`src/rtl/core/scfar_pkg.sv`:
```
package scfar_pkg;

    localparam int FRAME_BYTES_DEF = 8;
    localparam int QUEUE_DEPTH     = 2;
    localparam int QPTR_W          = $clog2(QUEUE_DEPTH);
    localparam int QCNT_W          = $clog2(QUEUE_DEPTH + 1);

    localparam logic [15:0] TIMEOUT_RESET = 16'd20;

    localparam logic [7:0] HDR_RX    = 8'hEA;
    localparam logic [7:0] HDR_TX    = 8'hEB;
    localparam logic [7:0] ACK_LEN   = 8'h08;
    localparam logic [7:0] CMD_MONEY = 8'hA1;
    localparam logic [7:0] CMD_COIN  = 8'hA4;
    localparam logic [7:0] SUB_STATE = 8'hC2;

    localparam logic [1:0] KIND_RX   = 2'd0;
    localparam logic [1:0] KIND_TICK = 2'd1;
    localparam logic [1:0] KIND_ACK  = 2'd2;

    localparam logic [1:0] RK_CMD  = 2'd0;
    localparam logic [1:0] RK_TX   = 2'd1;
    localparam logic [1:0] RK_DROP = 2'd2;

    localparam logic [1:0] SLOT_MONEY = 2'd0;
    localparam logic [1:0] SLOT_STATE = 2'd1;
    localparam logic [1:0] SLOT_COIN  = 2'd2;
    localparam int         NUM_SLOTS  = 3;

    localparam logic [2:0] LAST_BYTE = 3'd7;

    typedef struct packed {
        logic [1:0] kind;
        logic [7:0] rx_byte;
        logic [7:0] ack_cmd;
        logic [7:0] ack_data_a;
        logic [7:0] ack_data_b;
        logic [7:0] ack_data_c;
    } in_item_t;

    typedef struct packed {
        logic [1:0] result_kind;
        logic [7:0] frame_seq;
        logic [7:0] command_type;
        logic [7:0] sub_cmd_a;
        logic [7:0] sub_cmd_b;
        logic [7:0] sub_cmd_c;
        logic [7:0] tx_byte;
        logic       last;
    } out_item_t;

    typedef enum logic [1:0] {
        JOB_CMD,
        JOB_DROP,
        JOB_PKT
    } job_kind_t;

    // for JOB_CMD: byte 0 seq, 1 cmd, 2..4 sub bytes; for JOB_PKT: reply bytes 0..7
    typedef struct packed {
        job_kind_t   jkind;
        logic [63:0] data;
    } job_t;

endpackage

```
`src/rtl/core/serial_command_frame_with_ack_replay.sv`:
```
// channel   direction  handshake             payload
// in        input      in_valid / in_ready   in_data (in_item_t)
// out       output     out_valid / out_ready out_data (out_item_t)
// cfg       input      cfg_wr_en             cfg_wr_data (timeout ticks)
//
// the front takes one transaction per cycle while its two-entry job queue has room
// a byte or tick result leaves as one output transaction, an acknowledge reply as eight,
// one byte per cycle from the output stage while out_ready is high
// the front keeps accepting while the output stage works through a reply
// stalls on out_ready back up through the queue to in_ready
// rst_n clears frame state, sequence tracking and the three reply slots at once
module serial_command_frame_with_ack_replay #(
    parameter int FRAME_BYTES = scfar_pkg::FRAME_BYTES_DEF
) (
    input  logic                 clk,
    input  logic                 rst_n,
    input  logic                 in_valid,
    output logic                 in_ready,
    input  scfar_pkg::in_item_t  in_data,
    output logic                 out_valid,
    input  logic                 out_ready,
    output scfar_pkg::out_item_t out_data,
    input  logic                 cfg_wr_en,
    input  logic [15:0]          cfg_wr_data
);
    import scfar_pkg::*;

    logic take;
    logic push;
    job_t push_job;
    logic pop;
    logic q_valid;
    job_t q_job;
    logic full;

    assign in_ready = !full;
    assign take     = in_valid && in_ready;

    scfar_front #(
        .FRAME_BYTES (FRAME_BYTES)
    ) u_front (
        .clk         (clk),
        .rst_n       (rst_n),
        .take        (take),
        .item        (in_data),
        .cfg_wr_en   (cfg_wr_en),
        .cfg_wr_data (cfg_wr_data),
        .push        (push),
        .push_job    (push_job)
    );

    scfar_queue u_queue (
        .clk      (clk),
        .rst_n    (rst_n),
        .push     (push),
        .push_job (push_job),
        .pop      (pop),
        .q_valid  (q_valid),
        .q_job    (q_job),
        .full     (full)
    );

    scfar_back u_back (
        .clk       (clk),
        .rst_n     (rst_n),
        .q_valid   (q_valid),
        .q_job     (q_job),
        .pop       (pop),
        .out_valid (out_valid),
        .out_ready (out_ready),
        .out_data  (out_data)
    );

endmodule

```
`src/rtl/core/scfar_front.sv`:
```
module scfar_front #(
    parameter int FRAME_BYTES = scfar_pkg::FRAME_BYTES_DEF
) (
    input  logic               clk,
    input  logic               rst_n,
    input  logic               take,
    input  scfar_pkg::in_item_t item,
    input  logic               cfg_wr_en,
    input  logic [15:0]        cfg_wr_data,
    output logic               push,
    output scfar_pkg::job_t    push_job
);
    import scfar_pkg::*;

    localparam int AW = (FRAME_BYTES > 1) ? $clog2(FRAME_BYTES) : 1;
    localparam int IW = $clog2(FRAME_BYTES + 1);
    localparam logic [7:0] FB8 = 8'(FRAME_BYTES);

    logic [15:0]   timeout_reg;
    logic          in_frame_reg, in_frame_next;
    logic [IW-1:0] byte_index_reg, byte_index_next;
    logic [7:0]    running_xor_reg, running_xor_next;
    logic [15:0]   ticks_left_reg, ticks_left_next;
    logic [7:0]    received_seq_reg, received_seq_next;
    logic [7:0]    acked_seq_reg, acked_seq_next;
    logic [7:0]    last_sub_reg, last_sub_next;
    logic [63:0]   cache_reg [NUM_SLOTS];
    logic [63:0]   cache_wdata;
    logic          cache_we;
    logic [7:0]    store_reg [FRAME_BYTES];
    logic          store_we;
    logic [AW-1:0] store_idx;

    logic [7:0]    view [FRAME_BYTES];
    logic [7:0]    len;
    logic [7:0]    fld [3:6];
    logic [7:0]    b;
    logic [1:0]    slot;
    logic          slot_ok;
    logic [7:0]    ack_x;
    logic [63:0]   ack_pkt;
    logic [IW:0]   pos_inc;

    assign b = item.rx_byte;

    // current byte forwarded so fields of the closing byte read correctly
    always_comb
    begin
        for (int i = 0; i < FRAME_BYTES; i++)
        begin
            view[i] = (byte_index_reg == IW'(i)) ? b : store_reg[i];
        end
        len = view[2];
        for (int p = 3; p <= 6; p++)
        begin
            fld[p] = (8'(p) < len) ? view[p] : 8'h00;
        end
    end

    always_comb
    begin
        slot    = SLOT_MONEY;
        slot_ok = 1'b0;
        priority if (item.ack_cmd == CMD_MONEY)
        begin
            slot    = (last_sub_reg == SUB_STATE) ? SLOT_STATE : SLOT_MONEY;
            slot_ok = 1'b1;
        end
        else if (item.ack_cmd == CMD_COIN)
        begin
            slot    = SLOT_COIN;
            slot_ok = 1'b1;
        end
        ack_x   = HDR_TX ^ received_seq_reg ^ ACK_LEN ^ item.ack_cmd
                ^ item.ack_data_a ^ item.ack_data_b ^ item.ack_data_c;
        ack_pkt = {ack_x, item.ack_data_c, item.ack_data_b, item.ack_data_a,
                   item.ack_cmd, ACK_LEN, received_seq_reg, HDR_TX};
    end

    assign pos_inc = {1'b0, byte_index_reg} + (IW + 1)'(1);

    always_comb
    begin
        in_frame_next     = in_frame_reg;
        byte_index_next   = byte_index_reg;
        running_xor_next  = running_xor_reg;
        ticks_left_next   = ticks_left_reg;
        received_seq_next = received_seq_reg;
        acked_seq_next    = acked_seq_reg;
        last_sub_next     = last_sub_reg;
        cache_we          = 1'b0;
        cache_wdata       = ack_pkt;
        store_we          = 1'b0;
        store_idx         = byte_index_reg[AW-1:0];
        push              = 1'b0;
        push_job          = '{jkind: JOB_DROP, data: '0};

        if (take)
        begin
            unique case (item.kind)
                KIND_RX:
                begin
                    if (!in_frame_reg)
                    begin
                        if (b == HDR_RX)
                        begin
                            if (timeout_reg == 16'd0)
                            begin
                                push = 1'b1;
                            end
                            else
                            begin
                                store_we         = 1'b1;
                                store_idx        = '0;
                                byte_index_next  = IW'(1);
                                running_xor_next = b;
                                ticks_left_next  = timeout_reg;
                                in_frame_next    = 1'b1;
                            end
                        end
                    end
                    else if ({1'b0, byte_index_reg} >= (IW + 1)'(FRAME_BYTES))
                    begin
                        push = 1'b1;
                    end
                    else
                    begin
                        store_we        = 1'b1;
                        byte_index_next = pos_inc[IW-1:0];
                        if (byte_index_reg < IW'(2))
                        begin
                            running_xor_next = running_xor_reg ^ b;
                        end
                        else if (len > FB8 || len < 8'd3)
                        begin
                            push = 1'b1;
                        end
                        else if (8'(pos_inc) == len)
                        begin
                            if (b != running_xor_reg)
                            begin
                                push = 1'b1;
                            end
                            else
                            begin
                                received_seq_next = view[1];
                                last_sub_next     = fld[5];
                                push              = 1'b1;
                                push_job.jkind    = JOB_CMD;
                                push_job.data     = {24'h0, fld[6], fld[5], fld[4],
                                                     fld[3], view[1]};
                                in_frame_next     = 1'b0;
                                byte_index_next   = '0;
                                running_xor_next  = 8'h00;
                                ticks_left_next   = 16'd0;
                            end
                        end
                        else
                        begin
                            running_xor_next = running_xor_reg ^ b;
                        end
                    end
                end
                KIND_TICK:
                begin
                    if (in_frame_reg)
                    begin
                        ticks_left_next = (ticks_left_reg != 16'd0) ?
                                          ticks_left_reg - 16'd1 : 16'd0;
                        if (ticks_left_next == 16'd0)
                        begin
                            push = 1'b1;
                        end
                    end
                end
                KIND_ACK:
                begin
                    if (received_seq_reg != acked_seq_reg)
                    begin
                        acked_seq_next = received_seq_reg;
                        cache_we       = slot_ok;
                        push           = 1'b1;
                        push_job.jkind = JOB_PKT;
                        push_job.data  = ack_pkt;
                    end
                    else if (slot_ok)
                    begin
                        push           = 1'b1;
                        push_job.jkind = JOB_PKT;
                        push_job.data  = cache_reg[slot];
                    end
                end
                default:
                begin
                end
            endcase

            // drop clears the frame
            if (push && push_job.jkind == JOB_DROP)
            begin
                in_frame_next    = 1'b0;
                byte_index_next  = '0;
                running_xor_next = 8'h00;
                ticks_left_next  = 16'd0;
            end
        end
    end

    always_ff @(posedge clk or negedge rst_n)
    begin
        if (!rst_n)
        begin
            timeout_reg      <= TIMEOUT_RESET;
            in_frame_reg     <= 1'b0;
            byte_index_reg   <= '0;
            running_xor_reg  <= 8'h00;
            ticks_left_reg   <= 16'd0;
            received_seq_reg <= 8'h00;
            acked_seq_reg    <= 8'h00;
            last_sub_reg     <= 8'h00;
            for (int s = 0; s < NUM_SLOTS; s++)
            begin
                cache_reg[s] <= 64'h0;
            end
        end
        else
        begin
            if (cfg_wr_en)
            begin
                timeout_reg <= cfg_wr_data;
            end
            in_frame_reg     <= in_frame_next;
            byte_index_reg   <= byte_index_next;
            running_xor_reg  <= running_xor_next;
            ticks_left_reg   <= ticks_left_next;
            received_seq_reg <= received_seq_next;
            acked_seq_reg    <= acked_seq_next;
            last_sub_reg     <= last_sub_next;
            if (cache_we)
            begin
                cache_reg[slot] <= cache_wdata;
            end
        end
    end

    always_ff @(posedge clk)
    begin
        if (store_we)
        begin
            store_reg[store_idx] <= b;
        end
    end

endmodule

```
`src/rtl/core/scfar_queue.sv`:
```
module scfar_queue (
    input  logic            clk,
    input  logic            rst_n,
    input  logic            push,
    input  scfar_pkg::job_t push_job,
    input  logic            pop,
    output logic            q_valid,
    output scfar_pkg::job_t q_job,
    output logic            full
);
    import scfar_pkg::*;

    job_t              entry_reg [QUEUE_DEPTH];
    logic [QPTR_W-1:0] wr_ptr_reg, wr_ptr_next;
    logic [QPTR_W-1:0] rd_ptr_reg, rd_ptr_next;
    logic [QCNT_W-1:0] count_reg, count_next;
    logic              do_pop;

    assign q_valid = (count_reg != '0);
    assign full    = (count_reg == QCNT_W'(QUEUE_DEPTH));
    assign q_job   = entry_reg[rd_ptr_reg];
    assign do_pop  = pop && q_valid;

    always_comb
    begin
        wr_ptr_next = push ? wr_ptr_reg + QPTR_W'(1) : wr_ptr_reg;
        rd_ptr_next = do_pop ? rd_ptr_reg + QPTR_W'(1) : rd_ptr_reg;
        count_next  = count_reg + QCNT_W'(push) - QCNT_W'(do_pop);
    end

    always_ff @(posedge clk or negedge rst_n)
    begin
        if (!rst_n)
        begin
            wr_ptr_reg <= '0;
            rd_ptr_reg <= '0;
            count_reg  <= '0;
        end
        else
        begin
            wr_ptr_reg <= wr_ptr_next;
            rd_ptr_reg <= rd_ptr_next;
            count_reg  <= count_next;
        end
    end

    always_ff @(posedge clk)
    begin
        if (push)
        begin
            entry_reg[wr_ptr_reg] <= push_job;
        end
    end

endmodule

```
`src/rtl/core/scfar_back.sv`:
```
module scfar_back (
    input  logic                 clk,
    input  logic                 rst_n,
    input  logic                 q_valid,
    input  scfar_pkg::job_t      q_job,
    output logic                 pop,
    output logic                 out_valid,
    input  logic                 out_ready,
    output scfar_pkg::out_item_t out_data
);
    import scfar_pkg::*;

    logic       cur_valid_reg, cur_valid_next;
    job_t       cur_reg, cur_next;
    logic [2:0] cnt_reg, cnt_next;
    logic       done;
    logic       load;

    assign out_valid = cur_valid_reg;
    assign done = cur_valid_reg && out_ready
               && (cur_reg.jkind != JOB_PKT || cnt_reg == LAST_BYTE);
    assign load = !cur_valid_reg || done;
    assign pop  = load && q_valid;

    always_comb
    begin
        cur_valid_next = cur_valid_reg;
        cur_next       = cur_reg;
        cnt_next       = cnt_reg;
        if (load)
        begin
            cur_valid_next = q_valid;
            cur_next       = q_job;
            cnt_next       = 3'd0;
        end
        else if (cur_valid_reg && out_ready)
        begin
            cnt_next = cnt_reg + 3'd1;
        end
    end

    always_comb
    begin
        out_data = '0;
        unique case (cur_reg.jkind)
            JOB_CMD:
            begin
                out_data.result_kind  = RK_CMD;
                out_data.frame_seq    = cur_reg.data[7:0];
                out_data.command_type = cur_reg.data[15:8];
                out_data.sub_cmd_a    = cur_reg.data[23:16];
                out_data.sub_cmd_b    = cur_reg.data[31:24];
                out_data.sub_cmd_c    = cur_reg.data[39:32];
            end
            JOB_PKT:
            begin
                out_data.result_kind = RK_TX;
                out_data.tx_byte     = cur_reg.data[{cnt_reg, 3'b000} +: 8];
                out_data.last        = (cnt_reg == LAST_BYTE);
            end
            default:
            begin
                out_data.result_kind = RK_DROP;
            end
        endcase
    end

    always_ff @(posedge clk or negedge rst_n)
    begin
        if (!rst_n)
        begin
            cur_valid_reg <= 1'b0;
            cnt_reg       <= 3'd0;
        end
        else
        begin
            cur_valid_reg <= cur_valid_next;
            cnt_reg       <= cnt_next;
        end
    end

    always_ff @(posedge clk)
    begin
        cur_reg <= cur_next;
    end

endmodule

```
`config.mk`:
```
export PLATFORM = sky130hd
export DESIGN_NAME = serial_command_frame_with_ack_replay
export DESIGN_NICKNAME = d
export VERILOG_FILES = /design/src/rtl/core/scfar_pkg.sv /design/src/rtl/core/serial_command_frame_with_ack_replay.sv /design/src/rtl/core/scfar_front.sv /design/src/rtl/core/scfar_queue.sv /design/src/rtl/core/scfar_back.sv
export SDC_FILE = /design/constraint.sdc
export NUM_CORES = 1
export LEC_CHECK = 0
export BUFFER_PORTS_ARGS = -buffer_cell sky130_fd_sc_hd__buf_2
export CAP_MARGIN = 5
export CORE_MARGIN = 2
export CORE_UTILIZATION = 49
export DETAILED_ROUTE_END_ITERATION = 10
export GPL_TIMING_DRIVEN = 0
export PLACE_DENSITY = 0.69
export RECOVER_POWER = 25
export SLEW_MARGIN = 20
export SYNTH_ARGS = -nofsm -noshare
export SYNTH_HDL_FRONTEND = slang
export SYNTH_SLANG_ARGS = --single-unit
```
`constraint.sdc`:
```
create_clock -name clk -period 8.28 [get_ports clk]
set_input_delay 0.828 -clock clk [delete_from_list [all_inputs] [get_ports clk]]
set_output_delay 0.828 -clock clk [all_outputs]
set_load 0.02 [all_outputs]
```
Word level (Yosys, flattened, before mapping)
Memory sizes are Yosys's and may differ from the RTL's. A register that Yosys moved wholly into a read port is not among the register bits.
Index checks and enable logic that the tools add are counted.
{"block": "word_totals", "register_bits": 269, "elab_cells": 217, "mem_bits_rw": 196, "n_memories": 2, "in_bits": 63, "output_inout_bits": 53}
{"block": "classes", "mux": 109, "n_addsub": 7, "n_reduce_logical": 28, "bitwise": 12, "shift": 1, "magnitude_cmp": 10, "n_eq_ne": 32}
{"name": "u_queue.entry_reg", "depth": 2, "width": 66, "rd": 1, "rd_ports_with_merged_regs": 1, "write_ports": 1, "line_no": "scfar_queue.sv:13", "text": "job_t entry_reg [QUEUE_DEPTH];"}
{"name": "u_front.store_reg", "depth": 8, "width": 8, "rd": 6, "rd_ports_with_merged_regs": 0, "write_ports": 1, "line_no": "scfar_front.sv:30", "text": "logic [7:0] store_reg [FRAME_BYTES];"}
{"cell": "two-way mux 66 bit", "count": 9}
{"cell": "bitwise mux 192 bit", "count": 1}
{"cell": "two-way mux 64 bit", "count": 3}
{"cell": "two-way mux 16 bit", "count": 11}
{"cell": "two-way mux 8 bit", "count": 20}
{"cell": "one-hot mux 66 bit (2 select lines)", "count": 1}
{"cell": "binary-select mux 64 bit (select 2 bit)", "count": 1}
{"cell": "demux 64 bit (select 2 bit)", "count": 1}
{"cell": "two-way mux 65 bit", "count": 1}
{"cell": "indexed part select 64 x 7 -> 8 bit", "count": 1}
{"cell": "two-way mux 4 bit", "count": 10}
{"cell": "two-way mux 40 bit", "count": 1}
{"cell": "XOR 8 bit", "count": 5}
{"cell": "two-way mux 1 bit", "count": 37}
{"cell": "== test 8 bit, second input constant", "count": 4}
{"cell": "logical NOT 16 bit", "count": 2}
{"cell": "one-hot mux 16 bit (2 select lines)", "count": 1}
{"cell": "< comparator 3 x 8 -> 1 bit, first input constant", "count": 3}
{"cell": "inequality test 4 bit, second input constant", "count": 6}
{"cell": "two-way mux 3 bit", "count": 7}
{"cell": "inequality test 8 bit", "count": 2}
{"cell": "nonzero test 16 bit", "count": 1}
{"cell": "subtractor 16 x 1 -> 16 bit, second input constant", "count": 1}
{"cell": "== test 4 x 3 -> 1 bit, second input constant", "count": 3}
{"cell": "44 further kinds", "count": 67}

Longest topological paths before layout
Gate-level depths: netlist of run 1.
{"block": "logic_depth", "depth_word": 16, "depth_mapped": 15, "depth_no_buf": 12}

Modules after synthesis
Synthesis of run 1 repeated with hierarchy kept, for this count alone.
{"block": "unflattened", "cells_unflattened": 1800, "hier_area_um2": 22019.9}
{"mod": "scfar_front", "seq_area_each_um2": 6849.1, "cells_per_inst": 1374, "n_inst": 1, "area_each_um2": 13862.0}
{"mod": "scfar_queue", "seq_area_each_um2": 4063.9, "cells_per_inst": 222, "n_inst": 1, "area_each_um2": 5076.1}
{"mod": "scfar_back", "seq_area_each_um2": 2082.0, "cells_per_inst": 202, "n_inst": 1, "area_each_um2": 3071.7}
{"mod": "serial_command_frame_with_ack_replay", "seq_area_each_um2": 0.0, "cells_per_inst": 2, "n_inst": 1, "area_each_um2": 10.0}

Worst setup path before layout of run 1
OpenSTA, ideal clock, no wires.
{"block": "synth_path", "kind": "reg-to-reg", "startpoint": "register u_front.byte_index_reg[0]", "endpoint": "memory u_queue.entry_reg[0][0] (netlist name) (enable)", "synth_period_minus_slack_ns": 7.797, "arrival_time_ns": 7.226, "setup_ns": 0.571, "stages_incl_launch_ff": 14, "setup_slack_ns": 0.483, "path_buffers": 4, "required_time_ns": 7.709, "path_cell_list": "dfrtp_1 > clkbuf_1 > inv_1 > ha_1 > nor3b_4 > buf_4 > o21ai_1 > nor4_1 > o2111ai_1 > or2_0 > o221a_2 > buf_2 > buf_2 > nor3_1"}
{"block": "synth_between", "elab_chain_cells": 13, "word_cells_on_any_way": 19, "classes_between": "add/sub: 1; order compare: 4; eq/ne: 2; mux: 11; reduce/logical: 1"}
{"item": "start: declaration", "line_no": "scfar_front.sv:21", "text": "logic [IW-1:0] byte_index_reg, byte_index_next;"}
{"item": "start signal: assignment", "line_no": "scfar_front.sv:233", "text": "byte_index_reg <= byte_index_next;"}
{"item": "== test 4 x 2 -> 1 bit", "line_no": "scfar_front.sv:51", "text": "view[i] = (byte_index_reg == IW'(i)) ? b : store_reg[i];"}
{"item": "two-way mux 8 bit", "line_no": "scfar_front.sv:51"}
{"item": "greater-than comparator 8 x 4 -> 1 bit, or another cell as far along", "line_no": "scfar_front.sv:134", "text": "else if (len > FB8 || len < 8'd3)"}
{"item": "logical OR 1 bit / two-way mux 1 bit (equally long branches)", "line_no": "scfar_front.sv:134, scfar_front.sv:138"}
{"item": "two-way mux 1 bit", "line_no": "scfar_front.sv:134"}
{"item": "two-way mux 1 bit", "line_no": "scfar_front.sv:130", "text": "if (byte_index_reg < IW'(2))"}
{"item": "two-way mux 1 bit (*)", "line_no": "scfar_front.sv:122", "text": "else if ({1'b0, byte_index_reg} >= (IW + 1)'(FRAME_BYTES))"}
{"item": "two-way mux 1 bit (*)", "line_no": "scfar_front.sv:103", "text": "if (!in_frame_reg)"}
{"item": "one-hot mux 1 bit (3 select lines) (*)", "line_no": "scfar_front.sv:100", "text": "unique case (item.kind)"}
{"item": "two-way mux 1 bit (*) (2 in a row)", "line_no": "scfar_front.sv:98", "text": "if (take)"}
{"item": "two-way mux 1 bit (*)", "line_no": "scfar_queue.sv:49", "text": "if (push)"}
{"item": "two-way mux 1 bit (implied by the code) (*)", "line_no": "scfar_queue.sv:51", "text": "entry_reg[wr_ptr_reg] <= push_job;"}
{"item": "end: declaration", "line_no": "scfar_queue.sv:13"}
Every way passes the cells marked *; elsewhere a longest branch is shown, timed or not. The select of a mux whose other input is x is not followed.

==> metrics.md, run 1 <==
| Metric | Value |
|---|---|
| Flop pwr share | 45.0% |
| Crit. path cell count | 3 |
| Worst-margin pin slew | 3.961 ns |
| Slowest CP cell | clkbuf_1 |
| Chip Height | 215.0 um |
| Final core utilization | 56.57% |
| Post-DP HPWL | 40.63 mm |
| CTS Hold Bufs | 0 |
| Top cell type's share of synthesized area | 33.85% |
| GRT overflow | 0 |
| Family with the most delay on the worst path | buffers and inverters |
| Synth Flop Type | edfxtp_1 |
| Synth-to-Final Area Change | 14.39% |
| CTS Sinks | 470 |
| Crit path buffers/inverters | 3 |
| Vias/cell | 5.730 |
| Fin. max-slew vios | 161 |
| CTS Root Cell | clkbuf_16 |
| Synth Area in Simple Gates | 13.12% |
| Core Area | 44120 um2 |
| Die W | 215.0 um |
| WP data arrival | 5.55 ns |
| Compound-Gate Fraction of Synth Area | 9.025% |
| Crit path launch type | input pin |
| Fin crit period | 5.283 ns |
| Post-route cell area | 24960 um2 |
| CP endpoint kind | asynchronous set/reset pin |
| PD cells | 260.4 nW/um2 |
| Clk network pwr share | 34.1% |
| Initial DRC count | 1467 |
| Setup WS post-layout | 2.997 ns |
| Cell area after placement | 23360 um2 |
| Mapped Area | 21820 um2 |
| Leading area contributor after synthesis | edfxtp_1 |
| Row count | 77 |
| Syn Nets | 1922 |
| DRT Pass-1 Iters | 5 |
| Min-delay worst type | reg -> reg |
| Worst Path Max Fanout | 86 |
| Drt total wl | 56.81 mm |
| RSZ-0062 raised after global routing | no |
| Clock Latency Late Sink | 0.60 ns |
| Syn Area/Cell | 11.80 um2 |
| Setup Viol. Count Final | 0 |
| WS Path Type | in -> async |
| Avg WL per Cell | 21.38 um |
| Hold WS | 0.4648 ns |
| Post-CTS Setup Inserts | 0 |
| Most frequent cells after synthesis | nand2_1, edfxtp_1, dfrtp_1 |
| Share of layout cells above drive strength 1 | 19.09% |
| Gr usage total | 24.71% |
| Synth Register Bits | 470 |
| Initial Util | 49.45% |
| Combinational family with the most area after synthesis | simple AND/OR/NAND/NOR gates |
| Max FFs per register | 147 |
| Final Skew | 0.02273 ns |
| Seq/Total Area, Yosys | 59.55% |
| Logic gate share of total power | 20.9% |
| Total internal power | 4601 uW |
| Vias | 15230 |
| Pre-CTS setup slack | 3.410 ns |
| # resized after CTS | 0 |
| CTS Buf Count | 48 |
| Fin crit share | 63.81% |
| CTS HTree Levels | 2 |
| Number of flops mapped to enable cells by yosys | 246 |
| Antenna Nets Post-Route | 0 |
| Initial antenna violation count | 0 |
| Min-Delay Path Depth | 1 |
| FMAX | 189.3 MHz |
| Port Buf Inserts | 114 |
| Global-route wire length before repair | 87.95 mm |
| Boundary pin count | 116 |
| Area contributors post-synth | edfxtp_1, dfrtp_1, mux2_2, nand2_1, mux2i_1 |
| Net Sw Frac | 29.22% |
| Failing checks | capacitance limit, slew limit |
| XOR/XNOR Fraction of Synth Area | 2.408% |
| RePlAce Congestion | 0.9180 |
| Crit path cell chain | clkbuf_1, buf_16, clkbuf_2 |
| Yosys cell types | 75 |
| Worst vdd ir | 163.2 uV |
| Multiplexer share of the synthesized area | 12.76% |
| Mapped Cells | 1849 |
| Die area | 46240 um2 |
| Yosys Warn Count | 0 |
| Crit path required time | 8.54 ns |
| Sw power | 1899 uW |
| Adder-cell area share of the yosys netlist | 0.5734% |
| Most common cell in the netlist | nand2_1 |
| Leak | 0.009961 uW |
| Drt drc | 0 |
| Final nets | 2099 |
| Worst relative slew slack | -164.1% |
| Placed Instances | 2568 |
| Critical Path Max Stage Delay | 2.72 ns |
| Worst Reg2Reg Path Length in Cells | 18 |
| Max Cap Viol | 2 |
| Vias in the first global route | 15150 |
| CTS tree | built |
| # fillers | 3712 |
| Async set-reset flop share out of synthesis | 47.66% |
| Outcome | complete, but fails checks |
| Largest net degree at the start of global routing | 87 |
| Max clock buf depth | 3 |
| Clock-pin transition on the worst setup and hold timing paths | 0.06 ns |
| Endpoints failing hold | 0 |
| Post-Layout Cell Count | 2657 |
==> power groups by stage <==
stage / clock network [uW] / logic, uW / registers, uW
floorplan: 0 / 931 / 2910
global placement: 0 / 1290 / 2980
detailed placement: 0 / 1340 / 2970
CTS: 2250 / 1350 / 2930
global route: 2350 / 1480 / 2950
finish: 2210 / 1360 / 2930
==> path summary, 6_finish.rpt <==
check / startpoint / to / slack (ns)
min in group asynchronous: rst_n / u_front.cache_reg[173] / 1.61
min: u_front.cache_reg[159] / u_front.cache_reg[159] / 0.46
max in group clk: u_front.byte_index_reg[0] / u_queue.entry_reg[0][55] / 3.29
min reg2reg: u_front.cache_reg[159] / u_front.cache_reg[159] / 0.46
max reg2reg: u_front.byte_index_reg[0] / u_queue.entry_reg[0][55] / 3.29
max: rst_n / u_front.last_sub_reg[0] / 3.00
==> worst register-to-register path, stage by stage, from the launching register on <==
cell and delay (ns):
dfrtp_1 0.43, clkbuf_1 0.28, inv_1 0.19, ha_1 0.35, nor3b_4 0.47, buf_4 0.26
o21ai_1 0.08, nor4_1 0.18, o2111ai_1 0.24, or2_0 0.36, o221a_2 0.29, buf_2 0.19
buf_2 0.25, nor3_2 0.14, buf_4 0.22, buf_4 0.22, buf_4 0.22, buf_6 0.17
buf_6 0.16
==> metrics by stage <==
stage,setup TNS (ns),power (uW)
CTS,0,6529
detailed placement,0,4316
finish,0,6500
floorplan,0,3843
global route,0,6779
global placement,-171.41,4275
==> kinds of logic after synthesis <==
logic type	Yosys count
xor gates and xnor gates	60
buffers and inverters	137
muxes	239
adders and majority gates	10
AOI/OAI and AO/OA	319
and+or+nand+nor	614
DFF	470
==> cell usage in the layout (no fill, tap or decap), types with 17 or more instances in the layout <==
cell type / count
o21ai_0: 124
nand2_1: 358
mux2i_1: 85
nand2b_1: 29
xnor2_1: 44
and2_1: 61
edfxtp_1: 246
a22oi_1: 26
o21ai_1: 23
dfrtp_1: 222
clkbuf_1: 110
mux2_2: 133
clkbuf_16: 48
nor2_1: 46
a22o_1: 17
buf_2: 120
nand3_1: 20
a21oi_1: 62
==> metal layers <==
layer	GRT usage, %	share of wire (%)	vias to the layer above
li1	-	-	7001
met1	35.17	44	7409
met2	37.65	45	681
met3	5.025	7.8	134
met4	9.264	3.7	0
met5	0	0	-
==> area by class of cell <==
class	instances	area [um2]	area share, %
inverter	13	48.80	0.1955
buffer	124	509.2	2.040
clock buffer	62	1304	5.223
antenna	1	2.502	0.01003
timing repair buffer	127	726.9	2.912
sequential	470	13000	52.06
tap	592	740.7	2.968
multi-input combinational	1242	8309	33.29
clock inverter	26	324.1	1.298
Note: power is estimated with default switching activity, not from simulation.
==> inputs of run 2 (changes only) <==
--- a/config.mk
+++ b/config.mk
@@ -11,7 +11,7 @@
 export CORE_UTILIZATION = 49
 export DETAILED_ROUTE_END_ITERATION = 10
 export GPL_TIMING_DRIVEN = 0
-export PLACE_DENSITY = 0.69
+export PLACE_DENSITY = 0.66
 export RECOVER_POWER = 25
 export SLEW_MARGIN = 20
 export SYNTH_ARGS = -nofsm -noshare
==> constraint.sdc (replaced) <==
create_clock -name clk -period 5.5 [get_ports clk]
set_input_delay 0.55 -clock clk [delete_from_list [all_inputs] [get_ports clk]]
set_output_delay 0.55 -clock clk [all_outputs]
set_load 0.02 [all_outputs]
==> run 2 against run 1 <==
  * The flow still finishes with violations (capacitance limit, slew limit)
  * Non-clock buffer count down 1
  * Final cell count about the same
  * Setup slack worse by 2.7 ns
  * Largest power group unchanged
  * Highest routed layer unchanged
==> metrics.md, run 2 (synthesis gave the netlist of run 1 again) <==
| Metric | Value |
|---|---|
| Vias in the first global route | 14870 (was 15150) |
| Vias/cell | 5.734 (was 5.730) |
| CTS Hold Bufs | 1 (was 0) |
| CTS HTree Levels | 2 (unchanged) |
| Setup WS post-layout | 0.3029 ns (was 2.997 ns) |
| R2r setup slk | 0.30 ns (was 3.29 ns) |
| Core Area | 44120 um2 (unchanged) |
| RePlAce Congestion | 0.9006 (was 0.9180) |
| Max Cap Viol | 2 (unchanged) |
| Row count | 77 (unchanged) |
| Clock Latency Late Sink | 0.61 ns (was 0.60 ns) |
| Initial antenna violation count | 0 (unchanged) |
| DRT Pass-1 Iters | 5 (unchanged) |
| Chip Height | 215.0 um (unchanged) |
| CTS tree | built (unchanged) |
| Reg-to-Reg Start | u_front.byte_index_reg[0] (unchanged) |
| Fin crit period | 5.197 ns |
| WS Path Type | reg -> reg (was in -> async) |
| Max FFs per register | 147 (unchanged) |
| GRT overflow | 0 (unchanged) |
| Total chip power | 9760 uW (was 6500 uW) |
| CTS Sinks | 470 (unchanged) |
| Share of layout cells above drive strength 1 | 19.17% (was 19.09%) |
| WP data arrival | 5.50 ns (was 5.55 ns) |
| CTS Buf Count | 49 (was 48) |
| RR Endpoint | u_queue.entry_reg[0][40] (was u_queue.entry_reg[0][55]) |
| Drt drc | 0 (unchanged) |
| Most common cell after layout, fill and taps aside | nand2_1 (unchanged) |
| Endpoints failing hold | 0 (unchanged) |
| Vias | 15250 (was 15230) |
| Avg WL per Cell | 21.72 um (was 21.38 um) |
| Failing checks | capacitance limit, slew limit (unchanged) |
| Max clock buf depth | 3 (unchanged) |
| Fin crit share | 94.49% |
| Min-delay worst type | in -> reg (was reg -> reg) |
| PD cells | 390.8 nW/um2 (was 260.4 nW/um2) |
| Fin. max-slew vios | 104 (was 161) |
| Worst Path Max Fanout | 16 (was 86) |
| CP endpoint kind | flop (was asynchronous set/reset pin) |
| Die W | 215.0 um (unchanged) |
| CP Launch Point | u_front.byte_index_reg[0] (was rst_n) |
| Port Buf Inserts | 114 (unchanged) |
| CTS Root Cell | clkbuf_16 (unchanged) |
| Synth-to-Final Area Change | 14.44% (was 14.39%) |
| Worst relative slew slack | -36.34% (was -164.1%) |
| Gr usage total | 24.85% (was 24.71%) |
| Worst-margin pin slew | 2.045 ns (was 3.961 ns) |
| Final nets | 2099 (unchanged) |
| Worst vdd ir | 276.1 uV (was 163.2 uV) |
| Post-DP HPWL | 41.36 mm (was 40.63 mm) |
| Initial Util | 49.45% (unchanged) |
| Antenna Nets Post-Route | 0 (unchanged) |
| Worst Reg2Reg Path Length in Cells | 17 (was 18) |
| Final Skew | 0.02891 ns (was 0.02273 ns) |
| Boundary pin count | 116 (unchanged) |
| RSZ-0062 raised after global routing | no (unchanged) |
| Pre-CTS setup slack | 0.4126 ns (was 3.410 ns) |
| # resized after CTS | 0 (unchanged) |
| Crit path required time | 5.80 ns (was 8.54 ns) |
| Outcome | complete, but fails checks (unchanged) |
| Initial DRC count | 1436 (was 1467) |
| Global-route wire length before repair | 88.25 mm (was 87.95 mm) |
| Setup Viol. Count Final | 0 (unchanged) |
| Worst Setup EP | u_queue.entry_reg[0][40] (was u_front.last_sub_reg[0]) |
| Clock-pin transition on the worst setup and hold timing paths | 0.06 ns (about the same) |
| Post-CTS Setup Inserts | 0 (unchanged) |
| Die area | 46240 um2 (unchanged) |
| Crit path launch type | flop (was input pin) |
| # fillers | 3777 (was 3712) |
| Largest net degree at the start of global routing | 66 (was 87) |
| FMAX | 192.4 MHz |
| Drt total wl | 57.74 mm (was 56.81 mm) |
| Most frequent cells in the layout | nand2_1, edfxtp_1, dfrtp_1 (unchanged) |
| Leak | 0.009971 uW (was 0.009961 uW) |
[run 2: worst min-delay path by stage]
stage | to | slack (ns) | start | depth (start not counted)
after floorplan | u_back.cnt_reg[0] | 0.25 | rst_n | 0
after CTS | u_front.timeout_reg[4] | 0.16 | cfg_wr_data[4] | 2
final | u_front.timeout_reg[13] | 0.18 | cfg_wr_data[13] | 2
after global routing | u_front.timeout_reg[6] | 0.17 | cfg_wr_data[6] | 2
after detailed placement | u_front.cache_reg[109] | 0.44 | rst_n | 1
after global placement | u_front.cache_reg[88] | 0.45 | u_front.cache_reg[88] | 1
[run 2: worst max-delay path: stages, from the launching register on]
cell	delay [ns]
dfrtp_1	0.42
clkbuf_1	0.26
inv_1	0.18
ha_1	0.35
nor3b_4	0.47
mux2i_1	0.49
a22o_1	0.26
nand2_1	0.12
or2_0	0.31
o221a_2	0.29
buf_2	0.18
buf_2	0.25
nor3_4	0.36
buf_8	0.23
buf_6	0.18
buf_8	0.18
buf_8	0.17
buf_8	0.18
[run 2: cell type report]
class | instances | area (um2) | share of cell area, %
antenna | 1 | 2.502 | 0.01002
tap | 592 | 740.7 | 2.966
multi-input combinational | 1242 | 8325 | 33.34
buffer | 124 | 509.2 | 2.039
sequential | 470 | 13000 | 52.04
timing repair buffer | 126 | 723.2 | 2.896
clock buffer | 69 | 1413 | 5.657
clock inverter | 22 | 215.2 | 0.8618
inverter | 13 | 48.80 | 0.1954
[run 2: report_power, final]
part	total, uW	leakage [uW]	switching, uW	internal, uW
combinational	2030	0.00383	1240	798
clock	3320	0.000800	1380	1940
sequential	4410	0.00534	244	4160
total	9760	0.00997	2860	6900
[run 2: routing by layer]
metal  global-route usage [%]  vias to the layer above  part of all wire (%)
met4                    7.747                        0                   2.4
met3                    4.529                       90                   7.2
met5                        0                        -                     0
met1                    36.21                     7561                    45
met2                    38.00                      594                    45
li1                         -                     7003                     -
[run 2: metrics by stage]
stage	cell area [um2]	hold slack (ns)	cells	util (%)	TNS, ns
final	24970	0.1831	2659	56.60	0
after global routing	24970	0.1724	2658	56.59	0
after CTS	25040	0.1587	2658	56.75	0
after detailed placement	23400	0.4442	2566	53.03	0
after global placement	23140	0.4493	2555	52.45	-154.31
after floorplan	21830	0.2544	1849	-	0
